==> src/sv/acc_pkg.sv <==
// Shared types, constants and helpers for the alarm clock controller.
package acc_pkg;

  // Field widths
  localparam int unsigned CNT_W    = 10;
  localparam int unsigned HOUR_W   = 5;
  localparam int unsigned MIN_W    = 6;
  localparam int unsigned CFG_IDX_W = 2;

  // Counter ceiling and wrap points
  localparam logic [CNT_W-1:0]  CNT_MAX   = 10'd1023;
  localparam logic [HOUR_W-1:0] HOUR_LAST = 5'd23;
  localparam logic [MIN_W-1:0]  MIN_LAST  = 6'd59;

  // Configuration reset values
  localparam logic [CNT_W-1:0] MODE_GUARD_RST = 10'd500;
  localparam logic [CNT_W-1:0] SET_GUARD_RST  = 10'd200;
  localparam logic [CNT_W-1:0] MS_PER_SEC_RST = 10'd1000;

  // Configuration register indexes
  localparam logic [CFG_IDX_W-1:0] REG_MODE_GUARD = 2'd0;
  localparam logic [CFG_IDX_W-1:0] REG_SET_GUARD  = 2'd1;
  localparam logic [CFG_IDX_W-1:0] REG_MS_PER_SEC = 2'd2;

  // Operating modes
  typedef enum logic [2:0] {
    MODE_RUN          = 3'd0,
    MODE_SET_HOUR     = 3'd1,
    MODE_SET_MINUTE   = 3'd2,
    MODE_ALARM_HOUR   = 3'd3,
    MODE_ALARM_MINUTE = 3'd4
  } mode_t;

  // Accepted presses for one tick
  typedef struct packed {
    logic mode_hit;
    logic set_hit;
  } press_t;

  // State after one tick, as shown on the result word
  typedef struct packed {
    logic [HOUR_W-1:0] hour_now;
    logic [MIN_W-1:0]  minute_now;
    logic [MIN_W-1:0]  second_now;
    logic [HOUR_W-1:0] alarm_hour;
    logic [MIN_W-1:0]  alarm_minute;
    mode_t             mode;
    logic              alarm_enabled;
    logic              alarm_ringing;
    logic              buzzer_level;
    logic              blink_phase;
  } result_t;

  // Saturating millisecond counter step
  function automatic logic [CNT_W-1:0] sat_inc(input logic [CNT_W-1:0] v);
    return (v == CNT_MAX) ? CNT_MAX : v + 10'd1;
  endfunction

endpackage

==> src/sv/acc_press.sv <==
// Button guard timer: decides which button presses are accepted each tick.
module acc_press (
  input  logic                      clk,
  input  logic                      rst,
  input  logic                      step,
  input  logic                      mode_button,
  input  logic                      set_button,
  input  logic [acc_pkg::CNT_W-1:0] mode_guard_ms,
  input  logic [acc_pkg::CNT_W-1:0] set_guard_ms,
  output acc_pkg::press_t           presses
);
  import acc_pkg::*;

  logic [CNT_W-1:0] since_press_ms;
  logic [CNT_W-1:0] since_press_ms_next;
  logic [CNT_W-1:0] after_mode;
  logic [CNT_W-1:0] after_set;

  // Mode is checked first; an accepted mode press restarts the guard for set
  always_comb begin
    presses.mode_hit    = mode_button && (since_press_ms >= mode_guard_ms);
    after_mode          = presses.mode_hit ? '0 : since_press_ms;
    presses.set_hit     = set_button && (after_mode >= set_guard_ms);
    after_set           = presses.set_hit ? '0 : after_mode;
    since_press_ms_next = sat_inc(after_set);
  end

  // Advance the guard counter once per tick
  always_ff @(posedge clk) begin
    if (rst) begin
      since_press_ms <= '0;
    end else if (step) begin
      since_press_ms <= since_press_ms_next;
    end
  end

  a_press_restart: assert property (@(posedge clk) disable iff (rst)
    step && (presses.mode_hit || presses.set_hit) |=> since_press_ms == 10'd1)
    else $error("guard counter did not restart after an accepted press");

endmodule

==> src/sv/acc_core.sv <==
// Time of day, alarm settings, mode and alarm logic, stepped once per tick.
module acc_core (
  input  logic                      clk,
  input  logic                      rst,
  input  logic                      step,
  input  acc_pkg::press_t           presses,
  input  logic [acc_pkg::CNT_W-1:0] ms_per_second,
  output acc_pkg::result_t          view
);
  import acc_pkg::*;

  logic [HOUR_W-1:0] hour_count, hour_count_next, hour_set;
  logic [MIN_W-1:0]  minute_count, minute_count_next, minute_set;
  logic [MIN_W-1:0]  second_count, second_count_next;
  logic [HOUR_W-1:0] alarm_hour, alarm_hour_next;
  logic [MIN_W-1:0]  alarm_minute, alarm_minute_next;
  mode_t             mode_state, mode_state_next;
  logic              alarm_enabled, alarm_enabled_next;
  logic              alarm_ringing, alarm_ringing_next, ringing_set;
  logic              alarm_blocked, alarm_blocked_next;
  logic [CNT_W-1:0]  since_second_ms, since_second_ms_next, sec_pos;
  logic              sec_tick;
  logic              phase;

  // Cycle the mode on an accepted mode press
  always_comb begin
    mode_state_next = mode_state;
    if (presses.mode_hit) begin
      case (mode_state)
        MODE_RUN:          mode_state_next = MODE_SET_HOUR;
        MODE_SET_HOUR:     mode_state_next = MODE_SET_MINUTE;
        MODE_SET_MINUTE:   mode_state_next = MODE_ALARM_HOUR;
        MODE_ALARM_HOUR:   mode_state_next = MODE_ALARM_MINUTE;
        default:           mode_state_next = MODE_RUN;
      endcase
    end
  end

  // Apply an accepted set press in the new mode
  always_comb begin
    hour_set           = hour_count;
    minute_set         = minute_count;
    alarm_hour_next    = alarm_hour;
    alarm_minute_next  = alarm_minute;
    alarm_enabled_next = alarm_enabled;
    ringing_set        = alarm_ringing;
    if (presses.set_hit) begin
      case (mode_state_next)
        MODE_RUN: begin
          if (alarm_ringing) begin
            ringing_set = 1'b0;
          end else begin
            alarm_enabled_next = !alarm_enabled;
          end
        end
        MODE_SET_HOUR:
          hour_set = (hour_count == HOUR_LAST) ? '0 : hour_count + 5'd1;
        MODE_SET_MINUTE:
          minute_set = (minute_count == MIN_LAST) ? '0 : minute_count + 6'd1;
        MODE_ALARM_HOUR:
          alarm_hour_next = (alarm_hour == HOUR_LAST) ? '0 : alarm_hour + 5'd1;
        MODE_ALARM_MINUTE:
          alarm_minute_next = (alarm_minute == MIN_LAST) ? '0 : alarm_minute + 6'd1;
        default: ;
      endcase
    end
  end

  // When a second is due, advance the clock one second, then compare against the alarm
  always_comb begin
    sec_tick           = since_second_ms >= ms_per_second;
    sec_pos            = since_second_ms;
    second_count_next  = second_count;
    minute_count_next  = minute_set;
    hour_count_next    = hour_set;
    alarm_blocked_next = alarm_blocked;
    alarm_ringing_next = ringing_set;
    if (sec_tick) begin
      sec_pos = '0;
      if (second_count == MIN_LAST) begin
        second_count_next  = '0;
        alarm_blocked_next = 1'b0;
        if (minute_set == MIN_LAST) begin
          minute_count_next = '0;
          hour_count_next   = (hour_set == HOUR_LAST) ? '0 : hour_set + 5'd1;
        end else begin
          minute_count_next = minute_set + 6'd1;
        end
      end else begin
        second_count_next = second_count + 6'd1;
      end
      if (alarm_hour_next == hour_count_next && alarm_minute_next == minute_count_next &&
          alarm_enabled_next && !alarm_blocked_next) begin
        alarm_ringing_next = 1'b1;
        alarm_blocked_next = 1'b1;
      end
    end
    since_second_ms_next = sat_inc(sec_pos);
    phase = {sec_pos, 1'b0} >= {1'b0, ms_per_second};
  end

  // Form the result word from the state after this tick
  always_comb begin
    view.hour_now      = hour_count_next;
    view.minute_now    = minute_count_next;
    view.second_now    = second_count_next;
    view.alarm_hour    = alarm_hour_next;
    view.alarm_minute  = alarm_minute_next;
    view.mode          = mode_state_next;
    view.alarm_enabled = alarm_enabled_next;
    view.alarm_ringing = alarm_ringing_next;
    view.buzzer_level  = alarm_ringing_next ? phase : 1'b1;
    view.blink_phase   = phase;
  end

  // Hold state between ticks
  always_ff @(posedge clk) begin
    if (rst) begin
      hour_count      <= '0;
      minute_count    <= '0;
      second_count    <= '0;
      alarm_hour      <= '0;
      alarm_minute    <= '0;
      mode_state      <= MODE_RUN;
      alarm_enabled   <= 1'b1;
      alarm_ringing   <= 1'b0;
      alarm_blocked   <= 1'b0;
      since_second_ms <= '0;
    end else if (step) begin
      hour_count      <= hour_count_next;
      minute_count    <= minute_count_next;
      second_count    <= second_count_next;
      alarm_hour      <= alarm_hour_next;
      alarm_minute    <= alarm_minute_next;
      mode_state      <= mode_state_next;
      alarm_enabled   <= alarm_enabled_next;
      alarm_ringing   <= alarm_ringing_next;
      alarm_blocked   <= alarm_blocked_next;
      since_second_ms <= since_second_ms_next;
    end
  end

  a_time_range: assert property (@(posedge clk) disable iff (rst)
    hour_count <= HOUR_LAST && minute_count <= MIN_LAST && second_count <= MIN_LAST &&
    alarm_hour <= HOUR_LAST && alarm_minute <= MIN_LAST)
    else $error("time or alarm field out of range");

  a_ring_blocks: assert property (@(posedge clk) disable iff (rst)
    step && !alarm_ringing && alarm_ringing_next |=> alarm_blocked)
    else $error("alarm started without blocking the minute");

endmodule

==> src/sv/alarm_clock_controller.sv <==
// Top level of the alarm clock controller: configuration, tick handshake, result register.
// A 24-hour clock with one alarm. Each input word is one millisecond tick carrying the
// mode and set button levels; each tick yields one result word with the state after the
// tick. One tick is taken per clock cycle: the whole update is one pass of logic between
// the state registers and the result register, and a new tick is taken whenever the
// result register is empty or being drained in the same cycle. Configuration registers
// (guard times, ticks per second) reset to 500, 200 and 1000 and should be written only
// while no result is pending; writes to index 3 are ignored.
module alarm_clock_controller (
  input  logic                          clk,
  input  logic                          rst,
  input  logic                          cfg_we,
  input  logic [acc_pkg::CFG_IDX_W-1:0] cfg_index,
  input  logic [acc_pkg::CNT_W-1:0]     cfg_data,
  input  logic                          in_valid,
  output logic                          in_ready,
  input  logic                          mode_button,
  input  logic                          set_button,
  output logic                          out_valid,
  input  logic                          out_ready,
  output logic [acc_pkg::HOUR_W-1:0]    hour_now,
  output logic [acc_pkg::MIN_W-1:0]     minute_now,
  output logic [acc_pkg::MIN_W-1:0]     second_now,
  output logic [acc_pkg::HOUR_W-1:0]    alarm_hour_out,
  output logic [acc_pkg::MIN_W-1:0]     alarm_minute_out,
  output logic [2:0]                    mode_out,
  output logic                          alarm_enabled_out,
  output logic                          alarm_ringing_out,
  output logic                          buzzer_level,
  output logic                          blink_phase
);
  import acc_pkg::*;

  logic [CNT_W-1:0] mode_guard_ms;
  logic [CNT_W-1:0] set_guard_ms;
  logic [CNT_W-1:0] ms_per_second;
  logic             step;
  press_t           presses;
  result_t          view;

  // Take a tick when the result register can hold its word
  assign in_ready = !out_valid || out_ready;
  assign step     = in_valid && in_ready;

  // Write configuration registers
  always_ff @(posedge clk) begin
    if (rst) begin
      mode_guard_ms <= MODE_GUARD_RST;
      set_guard_ms  <= SET_GUARD_RST;
      ms_per_second <= MS_PER_SEC_RST;
    end else if (cfg_we) begin
      case (cfg_index)
        REG_MODE_GUARD: mode_guard_ms <= cfg_data;
        REG_SET_GUARD:  set_guard_ms  <= cfg_data;
        REG_MS_PER_SEC: ms_per_second <= cfg_data;
        default: ;
      endcase
    end
  end

  acc_press u_press (
    .clk           (clk),
    .rst           (rst),
    .step          (step),
    .mode_button   (mode_button),
    .set_button    (set_button),
    .mode_guard_ms (mode_guard_ms),
    .set_guard_ms  (set_guard_ms),
    .presses       (presses)
  );

  acc_core u_core (
    .clk           (clk),
    .rst           (rst),
    .step          (step),
    .presses       (presses),
    .ms_per_second (ms_per_second),
    .view          (view)
  );

  // Track whether the result register holds an undelivered word
  always_ff @(posedge clk) begin
    if (rst) begin
      out_valid <= 1'b0;
    end else if (step) begin
      out_valid <= 1'b1;
    end else if (out_ready) begin
      out_valid <= 1'b0;
    end
  end

  // Load the result word on each accepted tick
  always_ff @(posedge clk) begin
    if (step) begin
      hour_now          <= view.hour_now;
      minute_now        <= view.minute_now;
      second_now        <= view.second_now;
      alarm_hour_out    <= view.alarm_hour;
      alarm_minute_out  <= view.alarm_minute;
      mode_out          <= view.mode;
      alarm_enabled_out <= view.alarm_enabled;
      alarm_ringing_out <= view.alarm_ringing;
      buzzer_level      <= view.buzzer_level;
      blink_phase       <= view.blink_phase;
    end
  end

  a_ready_when_empty: assert property (@(posedge clk) disable iff (rst)
    !out_valid |-> in_ready)
    else $error("tick refused while the result register is empty");

  a_result_follows: assert property (@(posedge clk) disable iff (rst)
    step |=> out_valid)
    else $error("accepted tick produced no result word");

  a_buzz_needs_ring: assert property (@(posedge clk) disable iff (rst)
    out_valid && !buzzer_level |-> alarm_ringing_out)
    else $error("buzzer sounding while the alarm is not ringing");

endmodule

==> config.mk <==
export PLATFORM = sky130hd
export DESIGN_NAME = alarm_clock_controller
export DESIGN_NICKNAME = d
export VERILOG_FILES = /design/src/sv/acc_pkg.sv /design/src/sv/acc_press.sv /design/src/sv/acc_core.sv /design/src/sv/alarm_clock_controller.sv
export SDC_FILE = /design/constraint.sdc
export NUM_CORES = 1
export LEC_CHECK = 0
export BUFFER_PORTS_ARGS = -buffer_cell sky130_fd_sc_hd__clkbuf_2
export CORE_MARGIN = 1
export CORE_UTILIZATION = 61
export DETAILED_ROUTE_END_ITERATION = 12
export HOLD_SLACK_MARGIN = 0.12
export PLACE_DENSITY = 0.81
export SKIP_LAST_GASP = 1
export SLEW_MARGIN = 25
export SYNTH_ARGS = -nofsm -noshare
export SYNTH_HDL_FRONTEND = slang
export SYNTH_SLANG_ARGS = --single-unit
export TNS_END_PERCENT = 30
==> constraint.sdc <==
create_clock -name clk -period 7.5 [get_ports clk]
set_input_delay 2.25 -clock clk [delete_from_list [all_inputs] [get_ports clk]]
set_output_delay 2.25 -clock clk [all_outputs]
set_load 0.005 [all_outputs]
==> flow_summary_export.csv <==
group,metric,value,unit
logic_synthesis,synthCells,925,
finish,multi_input_area,4532,um2
clock_tree,cts.sinks,120,
sta,fin_setup_tns,0,ns
finish,final.fill_count,1010,
routing,viasPerCell,6.105,
min_path,hp-class,"flop to flop",
sta,relSlewSlack,44.48,%
logic_synthesis,synth_edf_count,35,
clock_tree,cts_buffers,17,
logic_synthesis,synth_simple_gate_area_share,24.80,%
logic_synthesis,synthMuxAreaShare,2.340,%
routing,ant_nets,0,
clock_tree,ctsHoldBuffers,0,
worst_setup_path,path_delay_family,"simple AND/OR/NAND/NOR gates",
worst_setup_path,worstSetupStartpointType,"primary input",
placed_design,hpwl,13100,um
logic_synthesis,ys_async_sr_fraction,0,%
worst_setup_path,path_class,"primary input to flop",
worst_setup_path,crit_buf_inv,2,
worst_setup_path,crit_path_end_kind,"flop",
clock_tree,clock_path_buffers,2,
floorplan,coreArea,12110,um2
global_route,grt_pass1_vias,6346,
routing,num_vias,6990,
finish,finalCoreUtilization,71.05,%
global_route,grt_start_max_net_pins,59,
outcome,status,"finished, final reports clean",
logic_synthesis,synth.distinct_cells,84,
finish,layout_common_cells,"nor2_1 (109), nand2_1 (98), dfxtp_1 (85)",
finish,antennaDiodeCount,0,
logic_synthesis,synthFlopType,"dfxtp_1",
routing,first_pass_iters,5,
routing,drc_errors,0,
routing,wire_per_inst,15.98,um
sta,slew_viol_final,0,
floorplan,start_util,63.14,%
logic_synthesis,yosysWarningCount,0,
global_route,gr-usage-all-layers,29.49,%
logic_synthesis,seq_area_frac_synth,35.99,%
global_route,grt_overflow,0,
logic_synthesis,synth_top_family_by_area,"simple AND/OR/NAND/NOR gates",
global_route,antenna_found_initial,0,
clock_tree,ctsResizeCount,0,
sta,hold_viol_final,0,
logic_synthesis,synth_nets,992,
routing,drt-initial-drc-count,670,
logic_synthesis,synth_fa_ha_area_share,7.853,%
floorplan,die_h,114.0,um
sta,finalSetupViolations,0,
finish,area_growth,12.53,%
sta,clock-skew-final,0.008178,ns
floorplan,io-pin-count,56,
worst_setup_path,cp_max_fo,13,
job,maxCapViolCount,0,
logic_synthesis,yosys.area.top_type_share,22.25,%
sta,min_period,6.982,ns
floorplan,die_area,12990,um2
finish,drive_above_1_share,13.31,%
sta,post-route-period-util,93.10,%
floorplan,rows,40,
clock_tree,cts-root-buf,"clkbuf_16",
clock_tree,clkTransAtPathRegs,0.05,ns
power,p_leak,0.003545,uW
floorplan,die_x,114.0,um
clock_tree,insertion_delay,0.42,ns
worst_setup_path,worstPathRequired,7.67,ns
logic_synthesis,synth_xor_area_share,2.062,%
power,p_total,1679,uW
placed_design,io_buffers,55,
sta,holdWs,0.4539,ns
sta,grt_setup_unrepaired,"no",
worst_setup_path,crit_path_frequent_cell,"nand2_1",
global_route,grt_pass1_wl,30190,um
clock_tree,htreeDepth,4,
logic_synthesis,ys_seq_elements,120,
clock_tree,cts_tree,"built",
worst_setup_path,max_stage_delay,0.60,ns
placed_design,routabilityCongestion,1.004,
logic_synthesis,syn_avg_cell_area,8.267,um2
logic_synthesis,synth_area,7647,um2
finish,seq_area,2753,um2
worst_setup_path,critPathSlowestCell,"or4_4",
logic_synthesis,synth_top_cell_by_area,"dfxtp_1",
power,cellPowerDensity,195.1,nW/um2
sta,tightest_slew,0.8318,ns
sta,fmax,0.1432,GHz
finish,nets,1031,
worst_setup_path,path_cells,"clkbuf_2, nand2_1, and2_0, ha_1, o211ai_1, o21ai_0, o211ai_1, nor2_1, and4_1, nand2_1, nand2_1, nand2_1, ha_1, and2_1, o311a_1, o22ai_2, buf_4, xnor2_1, o22a_1, o2111ai_1, or4_4, o31a_1",
finish,mostFrequentLayoutCell,"nor2_1",
clock_tree,postCtsSetupBuffers,0,
logic_synthesis,synth_compound_area_share,21.96,%
power,peakVddDrop,0.0001658,V
worst_setup_path,critPathArrivalTime,7.15,ns
routing,wirelength,18300,um
logic_synthesis,synth.area.top_cells,"dfxtp_1 (22%), edfxtp_1 (14%), ha_1 (7.9%)",
==> worst paths after layout <==
check / startpoint / to / slack (ns) / depth (start not counted)
setup reg to reg: u_press.since_press_ms[0]$_SDFFE_PP0P_ / buzzer_level$_SDFFCE_PN1P_ / 0.86 / 27
hold / removal: ms_per_second[2]$_SDFFE_PP0P_ / ms_per_second[2]$_SDFFE_PP0P_ / 0.45 / 2
setup / recovery: mode_button / buzzer_level$_SDFFCE_PN1P_ / 0.52 / 22
hold reg to reg: ms_per_second[2]$_SDFFE_PP0P_ / ms_per_second[2]$_SDFFE_PP0P_ / 0.45 / 2
==> kinds of logic (layout without fill, tap and decap cells) <==
logic type / Yosys count / in the layout
DFF: 120 / 120
xor gates and xnor gates: 18 / 18
muxes: 17 / 17
and+or+nand+nor: 386 / 386
buffers and inverters: 99 / 151
adders and majority gates: 48 / 48
AOI/OAI and AO/OA: 237 / 237
==> flip-flops by register name (all words and copies together) (netlist names), 6 cells and up <==
signal and cells:
u_press.since_press_ms 10, u_core.minute_count 6, u_core.alarm_minute 6, mode_guard_ms 10, alarm_minute_out 6, minute_now 6
set_guard_ms 10, ms_per_second 10, second_now 6, u_core.since_second_ms 10, u_core.second_count 6
==> cell usage after synthesis, types with 8 or more instances <==
master and count:
a211o_1 19, a211oi_1 17, a21o_1 10, a21oi_1 58, and2_1 23, and3_1 11
clkbuf_1 40, dfxtp_1 85, edfxtp_1 35, ha_1 48, inv_1 50, mux2i_1 10
nand2_1 98, nand2b_1 12, nand3_1 32, nor2_1 109, nor3_1 40, nor4_1 8
o21a_1 9, o21ai_0 40, o31ai_1 12, xnor2_1 11
==> routing by layer <==
layer | vias up | wire length [um] | track usage [%]
li1 | 3447 | - | -
met1 | 3253 | 8268 | 38.76
met2 | 254 | 8389 | 46.87
met3 | 36 | 1286 | 7.439
met4 | 0 | 356 | 11.00
met5 | - | 0 | 0
==> worst reg2reg max path: stages, from the launching register on <==
cell	delay (ns)
dfxtp_1	0.34
inv_1	0.09
ha_1	0.27
nand2b_1	0.14
a21o_1	0.22
a221o_2	0.49
nand2_1	0.36
nand2_1	0.15
inv_1	0.10
ha_1	0.24
a2111oi_0	0.47
o21ai_0	0.16
o211ai_1	0.14
nor2_1	0.14
and4_1	0.19
nand2_1	0.17
nand2_1	0.13
nand2_1	0.14
ha_1	0.21
nand2_1	0.14
nor4_2	0.31
o22ai_2	0.25
buf_4	0.22
xnor2_1	0.15
o22a_1	0.15
o2111ai_1	0.11
or4_4	0.60
o31a_1	0.31
==> layout make-up <==
cell class | instances | area share (%)
well taps | 168 | 2.443
inverters | 51 | 2.239
repair buffers | 68 | 4.333
multi-input cells | 706 | 52.66
clock buffers | 29 | 6.165
flip-flops and latches | 120 | 31.99
clock inverters | 3 | 0.1745
==> report_power, final <==
part	internal [uW]	switching (uW)
Clock	473	271
Sequential	702	26.1
Combinational	80.4	126
==> per-stage QoR <==
step	instances	area, um2	worst slack, ns
finish	1145	8606	0.5178
global route	1145	8606	0.05366
CTS	1145	8600	0.5656
detailed placement	1113	8054	0.1639
global placement	1113	8054	0.3316
floorplan	925	7647	0.7279
No activity file was read; power rests on OpenSTA's default activity.
